### src/lslpm_pkg.sv
// Types and constants of the LED sequencer with long-press blink mode.
package lslpm_pkg;

  localparam int unsigned PeriodW  = 16;
  localparam int unsigned HoldCntW = 17;
  localparam int unsigned HoldNumW = 4;
  localparam int unsigned PhaseW   = 3;
  localparam int unsigned CfgIdxW  = 3;
  localparam int unsigned CfgDataW = 16;

  localparam logic [PhaseW-1:0] NormalLast = PhaseW'(6 - 1);
  localparam logic [PhaseW-1:0] BlinkLast  = PhaseW'(2 - 1);

  localparam logic [PhaseW-1:0] PhaseRedA  = 3'd0;
  localparam logic [PhaseW-1:0] PhaseRedB  = 3'd2;
  localparam logic [PhaseW-1:0] PhaseGreen = 3'd4;

  localparam logic [PeriodW-1:0]  RedPeriodRst   = 16'd5999;
  localparam logic [PeriodW-1:0]  GreenPeriodRst = 16'd10900;
  localparam logic [PeriodW-1:0]  DarkPeriodRst  = 16'd5999;
  localparam logic [PeriodW-1:0]  BlinkPeriodRst = 16'd5999;
  localparam logic [PeriodW-1:0]  HoldHalfRst    = 16'd24999;
  localparam logic [HoldNumW-1:0] HoldPeriodsRst = 4'd5;

  typedef enum logic [CfgIdxW-1:0] {
    REG_RED_PERIOD   = 3'd0,
    REG_GREEN_PERIOD = 3'd1,
    REG_DARK_PERIOD  = 3'd2,
    REG_BLINK_PERIOD = 3'd3,
    REG_HOLD_HALF    = 3'd4,
    REG_HOLD_PERIODS = 3'd5
  } cfg_reg_e;

  typedef struct packed {
    logic [PeriodW-1:0]  red_period;
    logic [PeriodW-1:0]  green_period;
    logic [PeriodW-1:0]  dark_period;
    logic [PeriodW-1:0]  blink_period;
    logic [PeriodW-1:0]  hold_half_period;
    logic [HoldNumW-1:0] hold_periods;
  } cfg_t;

  typedef struct packed {
    logic slow_tick;
    logic fast_tick;
    logic button_down;
  } in_t;

  typedef struct packed {
    logic blink_mode;
    logic green_lit;
    logic red_on;
  } res_t;

endpackage

### src/lslpm_core.sv
// Phase sequencer and button hold timer state, updated once per accepted word.
module lslpm_core
  import lslpm_pkg::*;
(
  input  logic clk_i,
  input  logic rst_ni,
  input  logic en_i,
  input  in_t  in_i,
  input  cfg_t cfg_i,
  output res_t res_o
);

  logic                mode_q, mode_d;
  logic [PhaseW-1:0]   phase_q, phase_d;
  logic [PeriodW-1:0]  ticks_q, ticks_d;
  logic                press_q, press_d;
  logic [HoldCntW-1:0] hold_q, hold_d;
  logic [HoldNumW-1:0] elapsed_q, elapsed_d;

  logic [PeriodW-1:0]  period;
  logic [PhaseW-1:0]   last_phase;
  logic [HoldCntW-1:0] hold_next;
  logic [HoldCntW-1:0] hold_limit;
  logic [HoldNumW-1:0] elapsed_next;

  always_comb begin
    if (mode_q) begin
      period = cfg_i.blink_period;
    end else if (phase_q == PhaseRedA || phase_q == PhaseRedB) begin
      period = cfg_i.red_period;
    end else if (phase_q == PhaseGreen) begin
      period = cfg_i.green_period;
    end else begin
      period = cfg_i.dark_period;
    end
  end

  assign last_phase   = mode_q ? BlinkLast : NormalLast;
  assign hold_next    = hold_q + HoldCntW'(1);
  assign hold_limit   = {cfg_i.hold_half_period, 1'b0};
  assign elapsed_next = elapsed_q + HoldNumW'(1);

  always_comb begin
    mode_d    = mode_q;
    phase_d   = phase_q;
    ticks_d   = ticks_q;
    press_d   = press_q;
    hold_d    = hold_q;
    elapsed_d = elapsed_q;

    // advance the phase timer
    if (in_i.slow_tick) begin
      if (ticks_q >= period) begin
        ticks_d = '0;
        phase_d = (phase_q >= last_phase) ? '0 : phase_q + PhaseW'(1);
      end else begin
        ticks_d = ticks_q + PeriodW'(1);
      end
    end

    if (mode_q) begin
      if (!in_i.button_down) begin
        mode_d  = 1'b0;
        phase_d = '0;
        ticks_d = '0;
      end
    end else if (in_i.button_down) begin
      if (!press_q) begin
        press_d   = 1'b1;
        hold_d    = '0;
        elapsed_d = '0;
      end else if (in_i.fast_tick) begin
        if (hold_next >= hold_limit) begin
          hold_d    = '0;
          elapsed_d = elapsed_next;
          if (elapsed_next == cfg_i.hold_periods) begin
            press_d   = 1'b0;
            elapsed_d = '0;
            mode_d    = 1'b1;
            phase_d   = '0;
            ticks_d   = '0;
          end
        end else begin
          hold_d = hold_next;
        end
      end
    end else begin
      press_d   = 1'b0;
      hold_d    = '0;
      elapsed_d = '0;
    end

    res_o.blink_mode = mode_d;
    if (mode_d) begin
      res_o.red_on    = (phase_d == PhaseRedA);
      res_o.green_lit = (phase_d == PhaseRedA);
    end else begin
      res_o.red_on    = (phase_d == PhaseRedA) || (phase_d == PhaseRedB);
      res_o.green_lit = (phase_d == PhaseGreen);
    end
  end

  always_ff @(posedge clk_i or negedge rst_ni) begin
    if (!rst_ni) begin
      mode_q    <= 1'b0;
      phase_q   <= '0;
      ticks_q   <= '0;
      press_q   <= 1'b0;
      hold_q    <= '0;
      elapsed_q <= '0;
    end else if (en_i) begin
      mode_q    <= mode_d;
      phase_q   <= phase_d;
      ticks_q   <= ticks_d;
      press_q   <= press_d;
      hold_q    <= hold_d;
      elapsed_q <= elapsed_d;
    end
  end

endmodule

### src/led_sequencer_long_press_mode_top.sv
// Two-LED sequencer top level: one input word in, one LED state word out, one word per
// clock cycle unless the output is stalled. Each accepted word carries slow tick, fast
// tick and button level; the phase timer and the hold timer are updated in the same
// cycle and the resulting LED state is registered in the output stage. The output
// register is the only stage, so input is taken whenever it is empty or being drained.
module led_sequencer_long_press_mode_top
  import lslpm_pkg::*;
(
  input  logic                clk_i,
  input  logic                rst_ni,
  input  logic                s_axis_tvalid,
  output logic                s_axis_tready,
  input  logic [7:0]          s_axis_tdata,  // [0] slow_tick, [1] fast_tick, [2] button_down
  output logic                m_axis_tvalid,
  input  logic                m_axis_tready,
  output logic [7:0]          m_axis_tdata,  // [0] red_on, [1] green_lit, [2] blink_mode
  input  logic                cfg_we_i,
  input  logic [CfgIdxW-1:0]  cfg_idx_i,
  input  logic [CfgDataW-1:0] cfg_data_i
);

  cfg_t cfg_q;
  in_t  in_word;
  res_t res;
  res_t res_q;
  logic out_valid_q;
  logic accept;

  assign s_axis_tready = !out_valid_q || m_axis_tready;
  assign accept        = s_axis_tvalid && s_axis_tready;

  assign in_word.slow_tick   = s_axis_tdata[0];
  assign in_word.fast_tick   = s_axis_tdata[1];
  assign in_word.button_down = s_axis_tdata[2];

  always_ff @(posedge clk_i or negedge rst_ni) begin
    if (!rst_ni) begin
      cfg_q.red_period       <= RedPeriodRst;
      cfg_q.green_period     <= GreenPeriodRst;
      cfg_q.dark_period      <= DarkPeriodRst;
      cfg_q.blink_period     <= BlinkPeriodRst;
      cfg_q.hold_half_period <= HoldHalfRst;
      cfg_q.hold_periods     <= HoldPeriodsRst;
    end else if (cfg_we_i) begin
      case (cfg_idx_i)
        REG_RED_PERIOD:   cfg_q.red_period       <= cfg_data_i;
        REG_GREEN_PERIOD: cfg_q.green_period     <= cfg_data_i;
        REG_DARK_PERIOD:  cfg_q.dark_period      <= cfg_data_i;
        REG_BLINK_PERIOD: cfg_q.blink_period     <= cfg_data_i;
        REG_HOLD_HALF:    cfg_q.hold_half_period <= cfg_data_i;
        REG_HOLD_PERIODS: cfg_q.hold_periods     <= cfg_data_i[HoldNumW-1:0];
        default: ;
      endcase
    end
  end

  lslpm_core u_core (
    .clk_i  (clk_i),
    .rst_ni (rst_ni),
    .en_i   (accept),
    .in_i   (in_word),
    .cfg_i  (cfg_q),
    .res_o  (res)
  );

  always_ff @(posedge clk_i or negedge rst_ni) begin
    if (!rst_ni) begin
      out_valid_q <= 1'b0;
    end else if (accept) begin
      out_valid_q <= 1'b1;
    end else if (m_axis_tready) begin
      out_valid_q <= 1'b0;
    end
  end

  always_ff @(posedge clk_i) begin
    if (accept) begin
      res_q <= res;
    end
  end

  assign m_axis_tvalid = out_valid_q;
  assign m_axis_tdata  = {5'b0, res_q.blink_mode, res_q.green_lit, res_q.red_on};

endmodule

### config.mk
export PLATFORM = sky130hd
export DESIGN_NAME = led_sequencer_long_press_mode_top
export DESIGN_NICKNAME = d
export VERILOG_FILES = /design/src/lslpm_pkg.sv /design/src/lslpm_core.sv /design/src/led_sequencer_long_press_mode_top.sv
export SDC_FILE = /design/constraint.sdc
export NUM_CORES = 1
export LEC_CHECK = 0
export BUFFER_PORTS_ARGS = -buffer_cell sky130_fd_sc_hd__buf_2
export CAP_MARGIN = 10
export CORE_MARGIN = 1
export CORE_UTILIZATION = 45
export CTS_CLUSTER_DIAMETER = 120
export DETAILED_ROUTE_END_ITERATION = 8
export SLEW_MARGIN = 30
export SYNTH_ARGS = -nofsm -noshare
export SYNTH_HDL_FRONTEND = slang
export SYNTH_HIERARCHICAL = 1
export SYNTH_SLANG_ARGS = --single-unit
export TNS_END_PERCENT = 30
### constraint.sdc
create_clock -name clk_i -period 11.1 [get_ports clk_i]
set_input_delay 1.11 -clock clk_i [delete_from_list [all_inputs] [get_ports clk_i]]
set_output_delay 1.11 -clock clk_i [all_outputs]
set_load 0.01 [all_outputs]
Word-level counts from Yosys, hierarchy flattened
Cells that the tools add are included.
{"block": "word_totals", "inputBits": 32, "latch_bits": 0, "n_memories": 0, "mem_bits_ro": 0, "output_inout_bits": 10, "ramBits": 0, "regBits": 130, "wordCells": 101}
{"block": "classes", "mul": 0, "reduce_logical": 18, "n_div": 0, "bitwise": 1, "muxes": 47, "n_addsub": 4, "n_shift": 0, "n_eq_ne": 12, "order_cmp": 3}
{"op": "16-bit two-way mux", "n": 12}
{"op": "17-bit two-way mux", "n": 4}
{"op": "3-bit two-way mux", "n": 11}
{"op": "4-bit two-way mux", "n": 5}
{"op": "17-bit by 1-bit adder with 17-bit output, second input constant", "n": 1}
{"op": "17-bit >= comparator", "n": 1}
{"op": "16-bit by 1-bit adder with 16-bit output, second input constant", "n": 1}
{"op": "16-bit >= comparator", "n": 1}
{"op": "1-bit two-way mux", "n": 14}
{"op": "2-bit AND reduction", "n": 7}
{"op": "3-bit by 2-bit == test with 1-bit output, second input constant", "n": 4}
{"op": "3-bit == test, second input constant", "n": 4}
{"op": "3-bit logical NOT", "n": 3}
{"op": "3-bit inequality test, second input constant", "n": 2}
{"op": "4-bit by 1-bit adder with 4-bit output, second input constant", "n": 1}
{"op": "4-bit == test", "n": 1}
{"op": "4-bit AND reduction", "n": 1}
{"op": "3-bit by 1-bit adder with 3-bit output, second input constant", "n": 1}
{"op": "3-bit by 1-bit == test with 1-bit output, second input constant", "n": 1}
{"op": "3-bit >= comparator", "n": 1}
{"op": "1-bit logical OR", "n": 3}
{"op": "3-bit AND reduction", "n": 1}
{"op": "2-bit two-way mux", "n": 1}
{"op": "2-bit nonzero test", "n": 1}
{"op": "3 further kinds", "n": 3}

Logic depth before layout (Yosys ltp)
{"block": "depth", "word_depth": 16, "mapped_depth": 17, "ltp_nobuf": 15}

Modules after synthesis
The synthesis kept the hierarchy.
{"mod": "lslpm_core", "area_each_um2": 3976.3, "cells_per_inst": 497, "seq_area_each_um2": 1051.0, "instances": 1}
{"mod": "led_sequencer_long_press_mode_top", "area_each_um2": 3507.1, "cells_per_inst": 195, "seq_area_each_um2": 2274.7, "instances": 1}

Worst setup path after synthesis
Ideal clock, no wire load.
{"block": "synth_timing", "kind": "register -> register", "from": "reg u_core.phase_q[0]", "to": "reg res_q (netlist bit m_axis_tdata[1]), data pin", "t_required_ps": 10841, "slack_ps": 7240, "path_stages_with_launch": 18, "setup_ps": 259, "period_less_slack_ps": 3860, "arrival_ps": 3602, "n_path_buf": 3, "cell_sequence": "dfrtp_1 > inv_1 > ha_1 > clkbuf_1 > o21bai_1 > clkbuf_1 > nor2_1 > a311oi_1 > a21oi_1 > ha_1 > nand4_1 > nor4_1 > a32oi_1 > a21boi_1 > buf_4 > o211ai_1 > o21a_1 > a211o_1"}
{"element": "from (decl)", "line_no": "lslpm_core.sv:14", "rtl": "logic [PhaseW-1:0] phase_q, phase_d;"}
{"element": "from (signal assigned)", "line_no": "lslpm_core.sv:113", "rtl": "phase_q <= phase_d;"}
{"element": "to (signal assigned)", "line_no": "led_sequencer_long_press_mode_top.sv:78", "rtl": "res_q <= res;"}
{"element": "to (decl)", "line_no": "led_sequencer_long_press_mode_top.sv:25", "rtl": "res_t res_q;"}

==> metrics <==
largest net degree at the start of global routing=59; # port buffers=31; Max Fclk=212 MHz; crit path max fanout=21; I/O pin count=42; root buf cell=clkbuf_16; setup TNS=0 ns; register clock-pin slew on the reported worst setup and hold paths=0.06 ns; Leakage=3.76 nW; DRC Markers=0; Max Cap Viol=0; Initial Utilization=0.466; layout cells sized above 1=0.268; gr usage total=0.214; via count=between 5k and 6k; GRT overflow=0; Arrival @ worst endpoint=about 4.9 ns; TritonCTS clock tree=built; hpwl dp=between 10,000 and 15,000 um; initial antenna violation count=0; Max Root-Sink Buffers=2; post-synthesis instance total=between 600 and 700; Rows=46; fin crit share=0.424; final WL=between 15,000 and 20,000 um; CP Capture Type=register; Die H=131 um; # hold bufs at CTS=0; synth top area cells=dfrtp_1, dfstp_2, ha_1, mux2_2, mux2_4; global-route wire length before repair=approximately 28,000 um; sequential fraction of the synthesis area=0.444; Reg area=between 3000 and 4000 um^2; fin nets=between 700 and 800; Avg Cell Area, Syn=approximately 11 um^2; Critical Path RT=11.26 ns; library cells used by synthesis=67; skew final=around 0.0064 ns; status=complete, no violations; CTS resizes=0; Post-DRT Antenna Nets=0; Slew @ Worst Pin=between 0.9 and 1 ns; Slowest-stage cell, CP=nand2_1; ys flop type=dfrtp_1; post-synth top area share=0.271; fillcell total=~1.4k; crit path kind=reg2reg; Syn-to-layout area delta=11.9%; Multi-input gate area=between 3000 and 4000 um^2; Pwr Density=171 nW/um^2; RePlAce Congestion=slightly below 0.8; worst stage delay on the critical path=around 0.57 ns; total die area=17,100 um^2; final period demand of the worst path=approximately 4.7 ns; CTS sink cnt=130; Detailed Routing Iterations Pass 1=5; slew margin rel.=0.338; Syn. warnings=6; vias in the first global route=5,383; Final Hold Fails=0; CTS buffer count=17; peak supply drop=approximately 0.00016 V; worst min path class=reg2reg; setup violators final=0; core area=~16,000 um^2; Final Max Tran Viols=0; RSZ-0062 raised after global routing=no; Via density=roughly 5.7; clock latency at the later pin of the worst-skew pair=between 0.4 and 0.5 ns; initial drt markers=340; Final Util=0.522; Synth area leader=dfrtp_1; H-Tree Depth=4; CP Launch Type=register; critical-path cell list=inv_1, ha_1, buf_4, nand2_1, nand2_1, a311oi_1, a21oi_1, ha_1, nand4_1, nor4_1, a32oi_1, a21boi_1, buf_4, o211ai_1, o21a_1, a211o_1; Post-synth EDFFs=3; mapped cell area=~7500 um^2; die extent in x=131 um; ANT cells=0; Avg WL per Cell=17.9 um; Synth async-reset ratio=0.977; postcts setup bufs=0; synthesized flop and latch total=130
worst paths after layout:
| path | startpoint | end | slack [ns] | depth (start not counted) |
|---|---|---|---|---|
| setup / recovery | u_core/phase_q[0] | m_axis_tdata[1] | 6.39 | 16 |
| hold / removal | cfg_q[49] | cfg_q[49] | 0.49 | 1 |
| setup reg to reg | u_core/phase_q[0] | m_axis_tdata[1] | 6.39 | 16 |
| hold reg to reg | cfg_q[49] | cfg_q[49] | 0.49 | 1 |
| max in group asynchronous | rst_ni | cfg_q[24] | 8.81 | 3 |
| min in group asynchronous | rst_ni | u_core/ticks_q[7] | 0.62 | 1 |
cell families after synthesis:
logic type | Yosys count | synth area share
compound gates | 141 | 0.134
xor+xnor | 22 | 0.0257
fa+ha+maj | 40 | 0.0669
buf+inv | 64 | 0.0428
flops | 130 | 0.444
mux | 86 | 0.139
other cells | 1 | 0.000501
simple gates | 208 | 0.147
synth_stat cells, drive strengths merged (2+ instances only):
library cell and count:
nor3 12, a22o 10, dfstp 46, a21oi 27, xnor2 13, or3 2
a31oi 2, a211oi 2, xor2 9, nor4 7, a21boi 2, nand4b 2
clkbuf 18, and4bb 2, o22ai 2, a21o 8, nor2b 13, o31ai 17
a41oi 2, dfrtp 81, ha 40, a311oi 15, and4 3, mux2 84
edfxtp 3, o21a 2, inv 25, buf 21, o21ai 32, a2111o 2
nand2 50, nand3 38, o2bb2ai 5, nor4bb 2, o21bai 3, mux2i 2
and2 2, a211o 2, nand2b 14, nor2 41, and3 9, nand4 7
state kept, by name, indices dropped and copies added, names as in the netlist:
register,count
cfg_q,84
u_core/hold_q,17
u_core/elapsed_q,4
m_axis_tdata,3
u_core/phase_q,3
u_core/ticks_q,16
m_axis_tvalid,1
u_core/press_q,1
u_core/mode_q,1
routing by layer:
layer	share of wire	vias to the layer above	track usage
met5	0	-	0
met1	0.48	2725	0.286
met3	0.029	15	0.0375
li1	-	2572	-
met2	0.48	86	0.355
met4	0.011	0	0.0642
final cells by class:
type | count | area share
multi-input combinational | 502 | 0.462
sequential | 130 | 0.397
clock buffer | 21 | 0.0574
tap | 216 | 0.0323
timing repair buffer | 41 | 0.0278
clock inverter | 11 | 0.0121
inverter | 25 | 0.0112
power by group:
| part | switching [W] | leakage [nW] | internal (W) |
|---|---|---|---|
| registers | 0.0000519 | 1.54 | 0.000581 |
| logic | 0.000125 | 1.93 | 0.000125 |
| clock network | 0.000215 | 0.290 | 0.000333 |
| total | 0.000391 | 3.76 | 0.00104 |
through the flow:
step	std cells	power, W	hold slack, ns	instance area [um^2]	worst slack [ns]
floorplan	696	0.000811	0.458	7500	7.24
global placement	914	0.000873	0.468	7790	6.59
detailed placement	914	0.000890	0.475	7790	6.48
CTS	946	0.00144	0.488	8380	6.41
global route	946	0.00150	0.507	8380	5.98
finish	946	0.00143	0.486	8380	6.39
critical path, delay by kind of cell, from the launching register on:
kind,cells,cell delay [ns]
AO/OA/AOI/OAI,7,1.43
flip-flops,1,0.50
AND/OR/NAND/NOR,4,1.22
adder cells (fa/ha/maj),2,0.60
buffers and inverters,3,0.67
cells in the final DEF (no fill, tap or decap), drive strengths merged, types with 3 or more instances in the layout:
cell type,instances
mux2,84
dfrtp,81
nand2,50
dfstp,46
nor2,41
buf,41
ha,40
nand3,38
o21ai,32
a21oi,27
inv,27
clkbuf,21
o31ai,17
a311oi,15
nand2b,14
xnor2,13
nor2b,13
nor3,12
a22o,10
and3,9
xor2,9
a21o,8
nand4,7
nor4,7
clkinv,7
conb,5
o2bb2ai,5
edfxtp,3
and4,3
o21bai,3
Power figures use the tool's default switching activity.
